`config.mk`:
```
export PLATFORM = sky130hd
export DESIGN_NAME = gosq_front
export DESIGN_NICKNAME = d
export VERILOG_FILES = /design/src/gosq_pkg.sv /design/src/gosq_front.sv
export SDC_FILE = /design/constraint.sdc
export NUM_CORES = 1
export LEC_CHECK = 0
export BUFFER_PORTS_ARGS = -buffer_cell sky130_fd_sc_hd__buf_2
export CORE_MARGIN = 2
export CORE_UTILIZATION = 50
export CTS_CLUSTER_SIZE = 24
export DETAILED_ROUTE_END_ITERATION = 10
export GPL_TIMING_DRIVEN = 1
export PLACE_DENSITY = 0.68
export SKIP_LAST_GASP = 1
export SLEW_MARGIN = 0
export SYNTH_ARGS = -nofsm -noshare
export SYNTH_HDL_FRONTEND = slang
export SYNTH_SLANG_ARGS = --single-unit
```
`constraint.sdc`:
```
create_clock -name i_clk -period 17.33 [get_ports i_clk]
set_clock_uncertainty 0.2 [all_clocks]
set_input_delay 2.5995 -clock i_clk [delete_from_list [all_inputs] [get_ports i_clk]]
set_output_delay 2.5995 -clock i_clk [all_outputs]
set_load 0.005 [all_outputs]
```
`src/gosq_pkg.sv`:
```
package gosq_pkg;

    localparam int XW     = 16;
    localparam int YW     = 24;
    localparam int AW     = 24;
    localparam int SIGW   = 15;
    localparam int D2W    = 32;
    localparam int SUMW   = 63;
    localparam int EW     = 17;
    localparam int CFG_IW = 8;
    localparam int CFG_DW = 24;

    localparam logic [CFG_IW-1:0] REG_AMPLITUDE = CFG_IW'(0);
    localparam logic [CFG_IW-1:0] REG_CENTER    = CFG_IW'(1);
    localparam logic [CFG_IW-1:0] REG_WIDTH     = CFG_IW'(2);
    localparam logic [CFG_IW-1:0] REG_OFFSET    = CFG_IW'(3);

    localparam logic [SUMW-1:0] SUM_MAX = {SUMW{1'b1}};

    // one classified sample between front and back
    typedef struct packed {
        logic [D2W-1:0] d2;
        logic           far;
        logic [YW-1:0]  y;
        logic           last;
    } t_item;

endpackage

```
`src/gosq_front.sv`:
```
module gosq_front (
    input  logic                         i_clk,
    input  logic                         i_rst_n,
    input  logic                         i_valid,
    output logic                         o_ready,
    input  logic [gosq_pkg::XW-1:0]      i_x,
    input  logic [gosq_pkg::YW-1:0]      i_y,
    input  logic                         i_last,
    input  logic [gosq_pkg::XW-1:0]      i_center,
    input  logic [gosq_pkg::SIGW-1:0]    i_width,
    input  logic                         i_full,
    output logic                         o_push,
    output gosq_pkg::t_item              o_item
);
    import gosq_pkg::*;

    logic               r_valid;
    logic [XW-1:0]      r_ad;
    logic [YW-1:0]      r_y;
    logic               r_last;
    logic [XW:0]        n_d;
    logic [XW-1:0]      n_ad;
    logic [D2W-1:0]     d2;
    logic [2*SIGW+4:0]  den;

    assign o_ready = !r_valid || !i_full;
    assign o_push  = r_valid && !i_full;

    // distance from the peak, magnitude only
    always_comb begin
        n_d  = {i_x[XW-1], i_x} - {i_center[XW-1], i_center};
        n_ad = n_d[XW] ? XW'(-n_d) : n_d[XW-1:0];
    end

    always_ff @(posedge i_clk) begin
        if (!i_rst_n) begin
            r_valid <= 1'b0;
        end else if (o_ready) begin
            r_valid <= i_valid;
        end
        if (o_ready && i_valid) begin
            r_ad   <= n_ad;
            r_y    <= i_y;
            r_last <= i_last;
        end
    end

    // classify: far when t >= 16 or sigma is zero
    always_comb begin
        d2          = D2W'(r_ad) * D2W'(r_ad);
        den         = {(2*SIGW)'(i_width) * (2*SIGW)'(i_width), 5'b0};
        o_item.d2   = d2;
        o_item.far  = (i_width == '0) || ((2*SIGW+5)'(d2) >= den);
        o_item.y    = r_y;
        o_item.last = r_last;
    end

endmodule

```
# --- Yosys cells after proc, flatten, opt, wreduce, memory -nomap -nowiden ---
# Cells that the tools add are included.
totals:
  regBits: 42
  inputBits: 76
  out_inout_bits: 60
  wordCells: 17
classes:
  add_sub_neg: 2
  n_mul: 2
  order_cmp: 1
  mux: 1
  reduce_logical: 7
ops:
  columns: ["cell", "n"]
  rows:
  - ["32-bit by 35-bit greater-or-equal comparator with 1-bit output", 1]
  - ["16-bit by 16-bit multiplier with 32-bit output", 1]
  - ["15-bit by 15-bit multiplier with 30-bit output", 1]
  - ["16-bit by 16-bit subtractor with 17-bit output", 1]
  - ["16-bit 2-to-1 mux", 1]
  - ["16-bit negator", 1]
  - ["15-bit zero test", 1]
  - ["1-bit logical AND", 2]
  - ["1-bit zero test", 2]
  - ["1-bit logical OR", 2]

# --- Longest topological paths before layout ---
logic_depth:
  word_depth: 3
  depth_mapped: 33
  ltp_nobuf: 32

# --- Worst setup path before layout ---
# OpenSTA, ideal clock, no wires.
synth_path:
  path_type: "input to output"
  from: "input i_width[14] in the netlist's numbering"
  to: "output o_item[25] in the netlist's numbering"
  t_arrival_ps: 9437
  required_ps: 14530
  setup_slack_ps: 5094
  stages: 27
  n_path_buf: 1
  path_cell_list: "clkbuf_1 > and2_1 > fa_1 > inv_1 > fa_1 > inv_1 > fa_1 > fa_1 > fa_1 > inv_1 > fa_1 > inv_1 > ha_1 > and4_1 > and2_1 > o21ai_2 > nand3b_1 > a31oi_1 > xor2_1 > ha_1 > a21o_1 > a21o_1 > a211o_1 > or3_1 > o21ba_2 > o41ai_1 > o31ai_1"
synth_rtl:
  columns: ["element", "line", "rtl"]
  rows:
  - ["from (decl)", "gosq_front.sv:10", "input logic [gosq_pkg::SIGW-1:0] i_width,"]
  - ["to (decl)", "gosq_front.sv:13", "output gosq_pkg::t_item o_item"]

==> flow_metrics.tcl <==
set metrics [dict create \
    outcome "finished, final reports clean" \
    max_stage_delay_ns 0.55 \
    clock-sinks 42 \
    dp_hpwl_um 30800 \
    gp_congestion 0.862 \
    max_cap_viol_count 0 \
    globalRouteOverflowTotal 0 \
    fp.dieH_um 188 \
    crit_family "adder cells" \
    path_max_fanout 17 \
    yosysMostFrequentCell "inv_1" \
    post_cts_buffers 0 \
    synth-seq-cells 42 \
    antenna_found_initial 0 \
    via_count 12579 \
    tightestPinTransition_ns 0.949 \
    place_area_um2 17900 \
    rows 67 \
    cts_tree "built" \
    period_share 0.753 \
    grt_max_degree 42 \
    top_usage_layer "met2" \
    dr.first_iter.drc_count 546 \
    cts.repair.resized 0 \
    final_cells 2386 \
    hold_violations 0 \
    crit_top_cell "fa_1" \
    ios 136 \
    nNetsFinal 2552 \
    grt_util_met3 0.0114 \
    setup-violations-final 0 \
    cp.required_ns 14.53 \
    cts.clk_slew.worst_paths_ns 0.06 \
    design_area_um2 18000 \
    start_util 0.505 \
    critPathKind "input pin to output pin" \
    dieArea_um2 35200 \
    antenna_left 0 \
    rsz0062_at_grt "false" \
    ys.warnings.count 0 \
    fmax_mhz 76.6 \
    h-tree-depth 2 \
    die_x_um 188 \
    start_kind "input pin" \
    grt_usage 0.211 \
    rrSetupSlack_ns 15.57 \
    vias_per_cell 5.27 \
    finalSetupTns_ns 0 \
    use_met2 0.375 \
    multi_input_area_um2 13800 \
    grt_pass1_vias 13346 \
    grt_pass1_wl_um 61800 \
    synth-seq-area-share 0.0743 \
    routed_wl_um 35500 \
    synth_edf_count 41 \
    wire_per_inst_um 14.9 \
    cts_hold_buf 0 \
    cts_root_buffer "clkbuf_16" \
    dpl.cell_count 2378 \
    num_antenna_cells 0 \
    worstPathArrival_ns 10.26 \
    slew_headroom 0.367 \
    slowest_stage "fa_1" \
    fillCellCount 3091 \
    crit_path_end_kind "output pin" \
    design.core.area_um2 33400 \
    post-route-drc-count 0 \
    hold_path_class "register to register" \
    synth_top_cell_area_share 0.358 \
    worst-path-buf-inv 6 \
    synth_cells 1839 \
    insertion_delay_ns 0.28 \
    period_needed_ns 13.06 \
    synthTopCellsByCount "inv_1 (438), fa_1 (301), ha_1 (238)" \
    synth_area_leader_cell "fa_1" \
    firstDrtPassIters 5 \
    drive_above_1_share 0.0918 \
    cts_max_path_buffers 2 \
    layout-area-overhead-vs-synth_pct 7.12 \
    ys.flop_type "edfxtp_1" \
    numCtsBuffers 5 \
    synth_area_per_cell_um2 9.16 \
    use_met1 0.291 \
    timing.final.max_slew_violations 0 \
    synth_area_um2 16800 \
    regArea_um2 1250 \
    async_reset_ff_frac 0 \
    port_buffers 134 \
    ys_types 82 \
    synth.net_count 2454 \
    synth_area_leaders "fa_1 (36%), ha_1 (18%), inv_1 (9.8%)" \
]
## metrics by stage
step / hold WS (ns) / utilization / setup WS [ns]
after global routing: 0.377 / 0.541 / 3.74
after detailed placement: 0.346 / 0.536 / 4.31
after global placement: 0.299 / 0.536 / 4.59
final: 0.353 / 0.541 / 4.27
after CTS: 0.356 / 0.541 / 4.27
after floorplan: 0.287 / - / 5.09
## sequential cells by signal, summed over array words and instances, names as in the netlist
| register | count |
|---|---|
| r_last | 1 |
| r_y | 24 |
| r_valid | 1 |
| r_ad | 16 |
## cells in the final DEF (no fill, tap or decap), types with 9 or more instances in the layout
| master | instances |
|---|---|
| nor2b_1 | 22 |
| buf_2 | 134 |
| nor3_1 | 19 |
| o21a_1 | 9 |
| a21o_1 | 32 |
| xnor2_1 | 58 |
| o21ai_0 | 36 |
| nand2_1 | 153 |
| nor2_1 | 62 |
| and2_1 | 103 |
| nand3_1 | 20 |
| ha_1 | 238 |
| a31oi_1 | 10 |
| fa_1 | 301 |
| edfxtp_1 | 41 |
| nand2b_1 | 15 |
| a21oi_1 | 63 |
| inv_1 | 438 |
| xor2_1 | 25 |
## layer usage
| layer | wire, um | part of all wire | vias to the layer above |
|---|---|---|---|
| li1 | - | - | 6001 |
| met1 | 15700 | 0.44 | 6302 |
| met2 | 18100 | 0.51 | 244 |
| met3 | 1120 | 0.032 | 32 |
| met5 | 0 | 0 | - |
| met4 | 575 | 0.016 | 0 |
## tightest hold or removal path, stage by stage, from the launching register on
cell and delay (ns):
dfxtp_1 0.32, a21oi_1 0.13, nor2b_1 0.06
## final cells by class
type / instances / share of cell area
Sequential cell: 42 / 0.0693
Clock buffer: 5 / 0.00693
Tap cell: 448 / 0.0311
Clock inverter: 3 / 0.00139
Inverter: 438 / 0.0911
Timing Repair Buffer: 134 / 0.0372
Multi-Input combinational cell: 1316 / 0.763
## cells by family after synthesis
| kind of cell | count (synthesis) | synth area share |
|---|---|---|
| adder cells (fa/ha/maj) | 539 | 0.535 |
| buffers and inverters | 481 | 0.108 |
| AND/OR/NAND/NOR | 455 | 0.139 |
| AO/OA/AOI/OAI | 235 | 0.0989 |
| XOR/XNOR | 83 | 0.0432 |
| flip-flops | 42 | 0.0743 |
| multiplexers | 3 | 0.00193 |
| other | 1 | 0.000223 |
## final timing paths
path                        startpoint                   end  depth (start not counted)
setup / recovery            i_width[2]            o_item[25]                         28
hold / removal    r_valid$_SDFFE_PN0N_  r_valid$_SDFFE_PN0N_                          2
setup reg to reg  r_valid$_SDFFE_PN0N_    r_ad[10]$_DFFE_PP_                          2
hold reg to reg   r_valid$_SDFFE_PN0N_  r_valid$_SDFFE_PN0N_                          2
Power is left out: the tool's default activity adds up to more than one toggle a clock period on the data nets, which glitch-free logic cannot reach.
