### config.mk
export PLATFORM = sky130hd
export DESIGN_NAME = gosq_fifo
export DESIGN_NICKNAME = d
export VERILOG_FILES = /design/src/gosq_pkg.sv /design/src/gosq_fifo.sv
export SDC_FILE = /design/constraint.sdc
export NUM_CORES = 1
export LEC_CHECK = 0
export BUFFER_PORTS_ARGS = -buffer_cell sky130_fd_sc_hd__buf_2
export CORE_MARGIN = 10
export CORE_UTILIZATION = 56
export CTS_CLUSTER_SIZE = 28
export DETAILED_ROUTE_END_ITERATION = 16
export PLACE_DENSITY_LB_ADDON = 0.08
export SYNTH_ARGS = -nofsm -noshare
export SYNTH_HDL_FRONTEND = slang
export SYNTH_SLANG_ARGS = --single-unit
### constraint.sdc
create_clock -name i_clk -period 12.1 [get_ports i_clk]
set_input_delay 3.63 -clock i_clk [delete_from_list [all_inputs] [get_ports i_clk]]
set_output_delay 3.63 -clock i_clk [all_outputs]
set_load 0.03 [all_outputs]
### src/gosq_pkg.sv
package gosq_pkg;

    localparam int XW     = 16;
    localparam int YW     = 24;
    localparam int AW     = 24;
    localparam int SIGW   = 15;
    localparam int D2W    = 32;
    localparam int SUMW   = 63;
    localparam int EW     = 17;
    localparam int CFG_IW = 8;
    localparam int CFG_DW = 24;

    localparam logic [CFG_IW-1:0] REG_AMPLITUDE = CFG_IW'(0);
    localparam logic [CFG_IW-1:0] REG_CENTER    = CFG_IW'(1);
    localparam logic [CFG_IW-1:0] REG_WIDTH     = CFG_IW'(2);
    localparam logic [CFG_IW-1:0] REG_OFFSET    = CFG_IW'(3);

    localparam logic [SUMW-1:0] SUM_MAX = {SUMW{1'b1}};

    // one classified sample between front and back
    typedef struct packed {
        logic [D2W-1:0] d2;
        logic           far;
        logic [YW-1:0]  y;
        logic           last;
    } t_item;

endpackage

### src/gosq_fifo.sv
module gosq_fifo (
    input  logic             i_clk,
    input  logic             i_rst_n,
    input  logic             i_push,
    input  gosq_pkg::t_item  i_item,
    output logic             o_full,
    input  logic             i_pop,
    output logic             o_empty,
    output gosq_pkg::t_item  o_item
);
    import gosq_pkg::*;

    t_item       r_mem [2];
    logic        r_wp;
    logic        r_rp;
    logic [1:0]  r_cnt;

    assign o_full  = (r_cnt == 2'd2);
    assign o_empty = (r_cnt == 2'd0);
    assign o_item  = r_mem[r_rp];

    always_ff @(posedge i_clk) begin
        if (!i_rst_n) begin
            r_wp  <= 1'b0;
            r_rp  <= 1'b0;
            r_cnt <= 2'd0;
        end else begin
            if (i_push) r_wp <= !r_wp;
            if (i_pop)  r_rp <= !r_rp;
            r_cnt <= r_cnt + 2'(i_push) - 2'(i_pop);
        end
        if (i_push) r_mem[r_wp] <= i_item;
    end

endmodule

Yosys cells after proc, flatten, opt, wreduce, memory -nomap -nowiden
Memory sizes are Yosys's and may differ from the RTL's. A register that Yosys moved wholly into a read port is not among the register bits.
Cells that the tools add are included.

operators by class
  add/subtract/negate cells = 2
  eq/ne operators = 1
  multiplexer cells = 4
  reductions and logical operators = 3

operators with widths
  operator            count
  $mux 1              4
  $add 2x1->2         1
  $eq 2x2->1 const B  1
  $logic_not 1->1     2
  $logic_not 2->1     1
  $sub 2x1->2         1

storage, ports and cells
  register bits after elaboration = 4
  bits in writable memories = 116
  input bits = 62
  output and inout port bits = 60
  word-level logic and storage cells = 14
  memories = 1

memories
  memory  depth  width  read ports  clocked after memory_dff  write ports  line             RTL
  r_mem   2      58     1           1                         1            gosq_fifo.sv:13  t_item r_mem [2];

Logic depth before layout (Yosys ltp)
  depth after elaboration = 3
  gate-level depth with buffers = 6
  gate-level depth less buffers = 6

Least setup slack after synthesis
No wires, ideal clock.

  path kind = input to register
  start = input i_push
  end = memory r_mem[0][0] (netlist name) (enable)
  library setup time = 482 ps
  arrival = 6219 ps
  required time = 11618 ps
  setup slack = 5399 ps
  cell stages on the path = 1
  path buffers = 0
  cells stage by stage = nor2b_1

between the ends
  longest elaborated chain between the ends = 2

ends and longest elaborated chain
  element                       line             RTL
  from (decl)                   gosq_fifo.sv:4   input logic i_push,
  $mux 1                        gosq_fifo.sv:32  if (i_push) r_mem[r_wp] <= i_item;
  $mux 1 (implied by the code)  gosq_fifo.sv:32
  to (decl)                     gosq_fifo.sv:13

No other way between the ends.

==> reports/summary.md <==
The quantity of I/O buffers inserted on ports works out to 121. The time the worst path needs with I/O delays and setup was 6.04 ns. Power comes to 1.13 mW. The run gives 57 as the initial DRC count. The total wire length after detailed routing is 8.29 mm, and the met2 track demand over resource is 23.6%. The analysis attributes to net switching a power of 257 µW. Combinational logic burns 11.8% of the power.

The relative contribution of sequential cells to total power was 44.0%. The run gives 0 as the max-cap violation count. The internal power of the cells totals 869 µW. Compared with the post-synthesis result, the final layout area differs by 29.3%. For this block, the via count after detailed routing is 2,264. Final cell area excluding filler cells: 5800 µm². For the overall track demand over capacity in global routing, the log shows 13.9%.

After synthesis, the share of cell area in mux cells is 16.2%. After layout, the worst setup slack is 6.06 ns. Routability-driven placement finished with a final weighted congestion of 0.738. The pre-antenna-repair detailed-routing pass consisted of 4 iterations. At the worst endpoint, the required time is 8.47 ns.

The mean instance size in the synthesized netlist is 22.3 µm², and the count of inserted antenna diode cells is 0. The synthesized netlist devotes 0.167% of its cell area to compound gates. The slew at the pin closest to its max-slew limit is 0.684 ns. Data on the critical path arrives at its endpoint at 2.41 ns. For this run, the register share of the synthesized area comes to 79.9%. The tightest hold path in the finished design has a slack of 0.581 ns. The die is 110 µm tall. The most frequent standard cell in the layout excluding fill and tap cells is sky130_fd_sc_hd__buf_2.

Summed over all failing endpoints, the final setup total negative slack is 0 ns. Adder and majority gate portion of the synthesized area: 0.558%. After clock tree synthesis, the repair step resized 0 gates.

In this run the cell area measured after placement is 5200 µm². The number of placed instances, taps included, is 421. The synthesized design spends more area on one cell type than any other, namely sky130_fd_sc_hd__edfxtp_1. The tree is rooted in a sky130_fd_sc_hd__clkbuf_8.

Largest family of logic cells by synthesized area: multiplexers. The insertion delay of the later-clocked pin in the worst-skew pair was 0.50 ns. The logs give 4 for the depth of the CTS H-tree and 0 for the number of antenna violations at the first check in global routing. The most heavily used metal layer in global routing is met2. For this run, the post-layout net count is 402. For the worst setup slack before clock tree synthesis, the log shows 6.55 ns. Of the cells placed in the final design, the portion with a size suffix greater than 1 is 60.7%.

The worst setup path is captured at an output port. The tools report the kind of start point of the critical path as a flop. By area the synthesized netlist is led by sky130_fd_sc_hd__edfxtp_1 (78%), sky130_fd_sc_hd__mux2_2 (9.5%), sky130_fd_sc_hd__mux2_4 (6.7%), sky130_fd_sc_hd__dfxtp_1 (2.2%), sky130_fd_sc_hd__buf_6 (0.75%). Global routing consumed, on the met1 layer, 14.1% of the routing resources.

The via count of the first global-routing pass is 2,483, and the switching share of power is 22.8%. For the maximum count of clock buffers along a single path, the log shows 2. VDD sags by at most 0.139 mV. In this run the count of I/O pins placed on the die edge is 122.

The power per standard cell area works out to 194 nW/µm². The vias per cell was 5.00. Among all stages on the critical path, the largest delay is contributed by sky130_fd_sc_hd__dfxtp_2. The tools report the count of yosys warnings during synthesis as 0. Once layout is complete, the cells apart from fillers number 453. In this run the static leakage power is 2.27 nW. Clock-pin slew was measured on the worst setup and hold paths at 0.05 ns. Entering global routing, the biggest net connects 44 pins. Of the total synthesized cell area, the portion taken by XOR and XNOR cells is 0.697%. The total clock buffers created by CTS was 17; the final setup violation count was 0. Of all nets on the critical path, the largest fanout is 30.

The tools report the post-cts hold buffer count as 0. The clock drives 121 sinks. For this run, the slowest stage of the critical path takes 0.77 ns. The share of total power dissipated in the clock network is 44.3%. After synthesis the cells add up to 4490 µm². Between clock sinks in the finished design, the worst skew comes to 0.00506 ns.

For the remaining max-slew budget at the tightest pin, the log shows 54.4%. The type of the worst setup path was reg2out. The count of buffer and inverter cells on the critical path is 2, and the estimated wirelength of the detail-placed design is 5.79 mm. For the highest clock frequency the design can meet, the log shows 0.165 GHz.

For this run, design rule violations remaining after detail routing come to 0. The number of synthesized register bits came out at 121. The final period utilization is 49.9%. Synthesis produced a netlist with a net count of 265. The area share of the largest cell type after synthesis is 77.7%. For the placement row count, the log shows 32. In the final routed layout, each cell accounts on average for 18.3 µm. The hold violation count in the final report is 0. In the global route stage, met3 resource usage came out at 5.68%. The first global-routing pass estimated 12.2 mm of wire. Setup repair after global routing left no endpoint under its margin. In the layout the commonest cells are sky130_fd_sc_hd__buf_2 (121), sky130_fd_sc_hd__edfxtp_1 (116), sky130_fd_sc_hd__mux2_2 (38). In this run the standard cell core region covers 7770 µm². Antenna violation net count after detailed routing: 0. In the synthesized netlist, the number of instances is 201.

Once the clock tree was built, the setup fixing pass inserted 0 buffers. TritonCTS built the clock tree. The total congestion overflow was 0. The chip width was 110 µm. Final max-slew violation count: 0. The floorplan step defined a die boundary enclosing 12,000 µm².

The synthesized netlist devotes 1.20% of its cell area to simple gates. The signal on the critical path passes through buf_4, mux2_2, buf_2. The initial utilization of the core area, before any placement, comes to 57.7%. Grouping stages by cell kind, the critical path spends the most delay in flip-flops. Measured on the finished design, the core utilization comes to 74.7%. For the number of distinct library cells after synthesis, the log shows 14.

The min-delay analysis places its worst path in the category reg2reg. The flow ran to the end, and the final reports show no timing, DRC or antenna violations.
## power groups by stage
stage	Combinational (mW)	Sequential, mW	Clock [mW]
after global routing	0.142	0.497	0.523
after CTS	0.135	0.495	0.505
after floorplan	0.0981	0.499	0
after global placement	0.133	0.502	0
final	0.133	0.495	0.498
after detailed placement	0.134	0.504	0
## final timing paths
check | start | to | slack [ns] | cells after the start
worst max-delay path | flop | o_item[14] | 6.06 | 3
worst min register to register | r_rp | flop | 0.58 | 2
worst min-delay path | r_rp | flop | 0.58 | 2
worst max register to register | r_wp | r_mem[1][40] | 10.26 | 2
## metal layers
layer	vias to the layer above	routed length, µm
li1	1069	-
met1	1093	3090
met2	87	4300
met3	15	712
met4	0	187
met5	-	0
## area by class of cell
class / instances / area [µm²]
clock buffers: 19 / 422
clock inverters: 13 / 178
fillers: 503 / 1970
inverters: 2 / 7.51
multi-input cells: 72 / 855
flip-flops and latches: 121 / 3580
well taps: 102 / 128
repair buffers: 124 / 628
## synth_stat cells
master,number
sky130_fd_sc_hd__buf_6,3
sky130_fd_sc_hd__xnor3_1,1
sky130_fd_sc_hd__inv_1,2
sky130_fd_sc_hd__o21a_1,1
sky130_fd_sc_hd__edfxtp_1,116
sky130_fd_sc_hd__xor2_1,1
sky130_fd_sc_hd__dfxtp_1,5
sky130_fd_sc_hd__ha_1,2
sky130_fd_sc_hd__and2_1,4
sky130_fd_sc_hd__buf_2,3
sky130_fd_sc_hd__mux2_4,20
sky130_fd_sc_hd__nor2_1,1
sky130_fd_sc_hd__nor2b_1,4
sky130_fd_sc_hd__mux2_2,38
## registers in the layout, summed over array words and instances (netlist names), named ones only
register,count
r_wp,1
r_rp,1
r_cnt,2
r_mem,116
## worst register-to-register path: stages, from the launching register on
cell,delay (ns)
sky130_fd_sc_hd__dfxtp_1,0.38
sky130_fd_sc_hd__and2_2,0.60
sky130_fd_sc_hd__buf_4,0.49
## logic make-up (layout without fill, tap and decap cells)
logic type	after synthesis	after routing
adders and majority gates	2	2
xor gates and xnor gates	2	2
AOI/OAI and AO/OA	1	1
DFF	121	121
muxes	58	58
and+or+nand+nor	9	9
buffers and inverters	8	158
No activity file was read; power rests on OpenSTA's default activity.
